$ cat config.mk
export PLATFORM = sky130hd
export DESIGN_NAME = plp_cell
export DESIGN_NICKNAME = d
export VERILOG_FILES = /design/src/hdl/plp_pkg.sv /design/src/hdl/plp_cell.sv
export SDC_FILE = /design/constraint.sdc
export NUM_CORES = 1
export LEC_CHECK = 0
export BUFFER_PORTS_ARGS = -buffer_cell sky130_fd_sc_hd__buf_2
export CORE_ASPECT_RATIO = 1.25
export CORE_MARGIN = 2
export CORE_UTILIZATION = 45
export DETAILED_ROUTE_END_ITERATION = 8
export PLACE_DENSITY = 0.85
export SKIP_LAST_GASP = 1
export SYNTH_ARGS = -nofsm -noshare
export SYNTH_HDL_FRONTEND = slang
export SYNTH_SLANG_ARGS = --single-unit
$ cat constraint.sdc
create_clock -name clk -period 3.2 [get_ports clk]
set_input_delay 0.16 -clock clk [delete_from_list [all_inputs] [get_ports clk]]
set_output_delay 0.16 -clock clk [all_outputs]
set_load 0.05 [all_outputs]
$ cat src/hdl/plp_pkg.sv
// ----------------------------------------------------------------------------
// plp_pkg - shared types and constants of the positional list
// Request codes, item structs, cell control struct and the sizes that
// follow from the list capacity.
// ----------------------------------------------------------------------------
package plp_pkg;

  localparam int CAPACITY  = 64;
  localparam int CNT_W     = $clog2(CAPACITY + 1);
  localparam int GROUP_SZ  = 8;
  localparam int N_GROUPS  = (CAPACITY + GROUP_SZ - 1) / GROUP_SZ;
  localparam int VAL_W     = 32;

  localparam logic [1:0] REQ_INS = 2'd0;
  localparam logic [1:0] REQ_DEL = 2'd1;
  localparam logic [1:0] REQ_RD  = 2'd2;

  typedef struct packed {
    logic [1:0]               req_type;
    logic [5:0]               position;
    logic signed [VAL_W-1:0]  value;
  } in_item_t;

  typedef struct packed {
    logic                     ok;
    logic [6:0]               count_after;
    logic signed [VAL_W-1:0]  read_value;
  } out_item_t;

  // Broadcast to every cell in the cycle an item is accepted.
  typedef struct packed {
    logic              ins_en;
    logic              del_en;
    logic              tap_en;
    logic [CNT_W-1:0]  pos;
    logic [CNT_W-1:0]  count;
    logic [VAL_W-1:0]  value;
  } cell_ctrl_t;

endpackage

$ cat src/hdl/plp_cell.sv
// ----------------------------------------------------------------------------
// plp_cell - one slot of the list
// Holds one element and moves it to or from its neighbors on insert and
// delete; captures its element into a read tap when its slot is addressed.
// ----------------------------------------------------------------------------
module plp_cell (
  input  logic                        clk,
  input  plp_pkg::cell_ctrl_t         ctrl,
  input  logic [plp_pkg::CNT_W-1:0]   cell_idx,
  input  logic [plp_pkg::VAL_W-1:0]   left_val,
  input  logic [plp_pkg::VAL_W-1:0]   right_val,
  output logic [plp_pkg::VAL_W-1:0]   elem,
  output logic [plp_pkg::VAL_W-1:0]   tap
);

  logic [plp_pkg::VAL_W-1:0] elem_r, elem_nxt;
  logic [plp_pkg::VAL_W-1:0] tap_r, tap_nxt;

  always_comb begin
    elem_nxt = elem_r;
    if (ctrl.ins_en) begin
      if (cell_idx == ctrl.pos) begin
        elem_nxt = ctrl.value;
      end else if (cell_idx > ctrl.pos && cell_idx <= ctrl.count) begin
        elem_nxt = left_val;
      end
    end else if (ctrl.del_en) begin
      if (cell_idx >= ctrl.pos && (cell_idx + plp_pkg::CNT_W'(1)) < ctrl.count) begin
        elem_nxt = right_val;
      end
    end
  end

  always_comb begin
    tap_nxt = tap_r;
    if (ctrl.tap_en) begin
      tap_nxt = (cell_idx == ctrl.pos) ? elem_r : '0;
    end
  end

  always_ff @(posedge clk) begin
    elem_r <= elem_nxt;
    tap_r  <= tap_nxt;
  end

  assign elem = elem_r;
  assign tap  = tap_r;

endmodule

==> out/metrics.yaml, run 1 <==
timing:
  setup_ws_ns: 0.927
  fin_crit_ns: 2.27
  setup_viol: 0
  skew_ns: 0.00674
  final.period_utilization: 0.710
  tightest_slew_ns: 0.735
  drv_slew: 0
  relSlewSlack: 0.510
  finalSetupTns_ns: 0
  max_freq_mhz: 440
  rsz0062_at_grt: "no"
  hold_violations: 0
worst_setup_path:
  cp_top_family: "buffers and inverters"
  critical_path_arrival_ns: 2.25
  critPathBufInv: 2
  cp-end-kind: "flip-flop"
  critPathMaxFanout: 32
  cp-start-kind: "input port"
  path_cells: "buf_2 > ha_1 > nand3_1 > nor2_1 > xor2_1 > ha_1 > nand3_1 > nand4b_1 > a41oi_1 > o221a_2 > buf_4"
  critical-path-max-stage-delay_ns: 0.36
  crit_type: "input port to flip-flop"
  slowest_stage: "buf_4"
  critPathRequiredTime_ns: 3.18
floorplanning:
  die_area_mm2: 0.00824
  dieHeight_um: 101
  die_x_um: 81.6
  row_count: 35
  initial_core_util: 0.460
  coreArea_mm2: 0.00736
  ioPinCount: 185
cells_and_area:
  finalNetCount: 610
  antenna_cells: 0
  fin_cells: 563
  layout-drive-gt1-share: 0.427
  areaGrowthSynthToFinish_pct: 35.1
placed_design:
  port_buffers: 184
  gp_congestion: 0.820
  dp_hpwl_um: 6370
  pre_cts_ws_ns: 0.583
  dp_cells: 548
pwr:
  powerDensity_mw_per_mm2: 501
  p_total_mw: 2.29
  p_leak_nw: 2.12
  ir_worst_vdd_v: 0.000301
route:
  drc_errors: 0
  vias: 2817
  routed_wirelength_um: 8210
  wl_per_cell_um: 14.6
  drtIter0Drc: 79
  routed_via_density: 5.00
  drtPass1Iterations: 4
  antenna_left: 0
clocking:
  root_buffer: "clkbuf_8"
  cts.clk_slew.worst_paths_ns: 0.07
  cts_tree: "done"
  cts_sinks: 64
  cts.htree.levels: 3
  cts_buffers: 9
  post_cts_buffers: 0
  cts_buffer_depth: 2
  clock_latency_ns: 0.33
  cts_resized: 0
  ctsHoldBuffers: 0
synthesis:
  synth_edf_count: 64
  synth_nets: 426
  post_synth_inst_count: 283
  seq_area_frac_synth: 0.567
  synth.top_cell.area_share: 0.567
  yosys-top-cells-count: "edfxtp_1, a21oi_1, nor2_1, and2_1, mux2i_1"
  syn_avg_cell_area_um2: 12.0
  synth_top_flop_cell: "edfxtp_1"
  ys_ff_latch: 64
  synthTopCellsByArea: "edfxtp_1, mux2i_1, ha_1"
  yosysMostFrequentCell: "edfxtp_1"
  synthArstFlopShare: 0
  synth_cell_type_count: 29
  syn-cell-area_mm2: 0.00339
  synthesis.yosys.warnings: 0
  synth.largest_area_cell: "edfxtp_1"
grt:
  antenna_found_initial: 0
  overflow: 0
  grt_util_met1: 0.195
  grt_max_degree: 65
  grt_usage: 0.200
  grt_pass1_wl_um: 12200
  globalRouteMet3Util: 0.0556
  grt.busiest_layer: "met2"
  use_met2: 0.375
  grt_pass1_vias: 2744
status:
  outcome: "completed"
min_path:
  hold_path.class: "input port to flip-flop"
job:
  maxCapViolations: 0
report_power, final:
| group | internal (mW) | switching (mW) | total, mW | leakage, nW |
|---|---|---|---|---|
| combinational | 0.158 | 0.398 | 0.556 | 1.37 |
| sequential | 1.01 | 0.0263 | 1.03 | 0.648 |
| clock | 0.428 | 0.275 | 0.703 | 0.101 |
final timing paths:
kind	startpoint	to	slack, ns	depth (start not counted)
max	cell_idx[1]	elem[31]	0.93	11
max reg2reg	elem[26]	tap[26]	2.39	1
min reg2reg	elem[7]	tap[7]	0.54	1
min	right_val[4]	elem[4]	0.15	3
metrics by stage:
step	cell area, um^2	hold WS (ns)	util
6_report	4580	0.150	0.622
5_1_grt	4580	0.152	0.622
2_1_floorplan	3390	0.272	-
4_1_cts	4580	0.128	0.622
3_5_place_dp	4380	0.484	0.595
3_3_place_gp	4380	0.493	0.595
area by class of cell:
cell class | count | area (um^2)
fill | 611 | 2780
sequential | 64 | 1920
multi-input combinational | 192 | 1340
timing repair buffer | 187 | 956
clock buffer | 10 | 128
tap | 92 | 115
clock inverter | 5 | 72.6
inverter | 13 | 48.8
routing by layer:
layer  vias up  part of all wire  wire [um]
met5         -                 0          0
met4         0             0.029        237
met3        22             0.086        707
met2       140              0.54       4390
met1      1267              0.35       2870
li1       1388                 -          -
logic make-up (layout without fill, tap and decap cells):
| logic type | Yosys count | count (layout) | synth area share |
|---|---|---|---|
| adders and majority gates | 22 | 22 | 0.0813 |
| DFF | 64 | 64 | 0.567 |
| AOI/OAI and AO/OA | 47 | 47 | 0.0761 |
| xor gates and xnor gates | 5 | 5 | 0.0129 |
| and+or+nand+nor | 86 | 86 | 0.128 |
| buffers and inverters | 27 | 215 | 0.0399 |
| muxes | 32 | 32 | 0.0946 |
flip-flops by register name (all words and copies together), names as in the netlist:
signal	cells
elem	32
tap	32
layout by cell type (no fill, tap or decap), drive strengths merged:
cell / n
a21o: 4
clkbuf: 10
o21ai: 3
nor3: 1
a211oi: 1
nand4b: 1
a41oi: 1
o221a: 1
and3: 1
and2: 32
nand3: 6
nand4: 2
buf: 187
mux2i: 32
xnor2: 3
clkinv: 3
nand3b: 1
ha: 22
inv: 13
xor2: 2
bufinv: 2
a21oi: 37
nand2b: 1
nand2: 4
edfxtp: 64
nor2: 37
worst min-delay path: cells and delay by family:
| kind | cells | cell delay [ns] |
|---|---|---|
| simple gates | 1 | 0.03 |
| compound gates | 1 | 0.09 |
| buf+inv | 1 | 0.07 |
(Power assumes the default switching activity.)
==> run 2, diff against run 1 <==
Settings changed: ABC_AREA from default to 1, CORE_UTILIZATION 45 to 43, PLACE_DENSITY 0.85 to 0.82.
Clock period 3.2 ns to 1.95 ns, I/O delays scaled along.
==> run 2 against run 1 <==
Setup slack worse by 0.68 ns; largest cell class unchanged; global-route usage down 0.18 points; utilization shrank 3.0 points; highest routed layer unchanged.
==> out/metrics.yaml, run 2 <==
status:
  outcome: "completed"
grt:
  grt.busiest_layer: "met2"
  grt_usage: 0.198
  overflow: 0
  antenna_found_initial: 1
  globalRouteMet3Util: 0.0474
  grt_pass1_wl_um: 15600
  grt_util_met1: 0.204
  grt_max_degree: 65
  grt_pass1_vias: 3489
  use_met2: 0.368
route:
  wl_per_cell_um: 13.2
  routed_wirelength_um: 9540
  drc_errors: 0
  antenna_left: 0
  routed_via_density: 4.62
  drtPass1Iterations: 4
  vias: 3338
  drtIter0Drc: 140
synthesis:
  synthArstFlopShare: 0
  synth_nets: 549
  synth.top_cell.area_share: 0.484
  ys_ff_latch: 64
  synth_cell_type_count: 24
  synthTopCellsByArea: "edfxtp_1, nor2_4, inv_1"
  yosys-top-cells-count: "inv_1, nand2_1, edfxtp_1, o21ai_1, nor2_4"
  post_synth_inst_count: 406
  syn_avg_cell_area_um2: 9.78
  synth_top_flop_cell: "edfxtp_1"
  seq_area_frac_synth: 0.484
  synth_edf_count: 64
  syn-cell-area_mm2: 0.00397
  synthesis.yosys.warnings: 0
  synth.largest_area_cell: "edfxtp_1"
timing:
  skew_ns: 0.00593
  tightest_slew_ns: 0.723
  finalSetupTns_ns: 0
  relSlewSlack: 0.518
  rsz0062_at_grt: "no"
  setup_ws_ns: 0.242
  fin_crit_ns: 1.71
  max_freq_mhz: 586
  hold_violations: 0
  final.period_utilization: 0.876
  drv_slew: 0
  fin_hold_ws_ns: 0.0488
  setup_viol: 0
pwr:
  ir_worst_vdd_v: 0.000356
  powerDensity_mw_per_mm2: 831
  p_leak_nw: 2.74
  p_total_mw: 4.46
clocking:
  cts_resized: 0
  cts_buffer_depth: 2
  cts_sinks: 64
  cts.htree.levels: 3
  clock_latency_ns: 0.32
  post_cts_buffers: 0
  ctsHoldBuffers: 0
  cts.clk_slew.worst_paths_ns: 0.05
  cts_tree: "done"
  cts_buffers: 9
  root_buffer: "clkbuf_16"
worst_setup_path:
  rrSetupSlack_ns: 1.14
  critical_path_arrival_ns: 1.72
  cp-end-kind: "flip-flop"
  critPathMaxFanout: 32
  crit_type: "input port to flip-flop"
  critPathRequiredTime_ns: 1.97
  cp-start-kind: "input port"
job:
  maxCapViolations: 0
cells_and_area:
  fin_cells: 723
  areaGrowthSynthToFinish_pct: 35.2
  layout-drive-gt1-share: 0.452
  fillers: 787
  mostFrequentLayoutCell: "buf_2"
  final_design_area_no_fill_mm2: 0.00537
  layout_common_cells: "buf_2, inv_1, nand2_1"
  finish.utilization: 0.592
  regArea_mm2: 0.00192
  multi_input_area_mm2: 0.00160
  finalNetCount: 737
placed_design:
  port_buffers: 184
  pre_cts_ws_ns: -0.0674
  gp_congestion: 0.961
  dp_cells: 706
  dp_hpwl_um: 7620
  placed_cell_area_mm2: 0.00506
floorplanning:
  coreArea_mm2: 0.00908
  dieHeight_um: 111
  die_x_um: 90.0
  row_count: 39
  initial_core_util: 0.438
  ioPinCount: 185
  die_area_mm2: 0.0100
min_path:
  hold_path.class: "input port to flip-flop"
run 2: cells by family (layout without fill, tap and decap cells):
group,Yosys count,in the layout,share of synthesized area
AOI/OAI and AO/OA,76,76,0.122
xor gates and xnor gates,5,5,0.0110
adders and majority gates,22,22,0.0693
buffers and inverters,105,298,0.121
DFF,64,64,0.484
other,0,1,0
and+or+nand+nor,134,134,0.193
run 2: critical path: stages:
cell and delay, ns:
buf_2 0.12, ha_4 0.17, nand2_2 0.06, xor2_1 0.13
inv_1 0.06, ha_1 0.30, a21oi_1 0.17, nor2_1 0.05
nor2_1 0.12, a21oi_2 0.08, a21oi_4 0.13, buf_12 0.22
run 2: power by group:
part | total, mW | leakage, nW | switching [mW] | internal (mW)
Clock | 1.63 | 0.148 | 0.516 | 1.11
Combinational | 1.12 | 1.95 | 0.812 | 0.310
Sequential | 1.72 | 0.636 | 0.0550 | 1.66
Total | 4.46 | 2.74 | 1.38 | 3.08
run 2: worst paths after layout:
| check | start | end | cells past startpoint |
|---|---|---|---|
| max reg2reg | elem[28] | tap[28] | 2 |
| max | cell_idx[0] | elem[28] | 12 |
| min | right_val[17] | elem[17] | 3 |
| min reg2reg | elem[29] | tap[29] | 2 |
run 2: layout make-up:
type	count	share of cell area
Antenna cell	1	0.000466
Clock buffer	12	0.0440
Timing Repair Buffer	194	0.197
Multi-Input combinational cell	237	0.298
Inverter	88	0.0615
Tap cell	123	0.0286
Clock inverter	4	0.0128
Sequential cell	64	0.358
run 2: metal layers:
metal	routed length, um	vias up
met4	329	0
met3	533	26
met1	3450	1511
met5	0	-
met2	5230	127
li1	-	1674
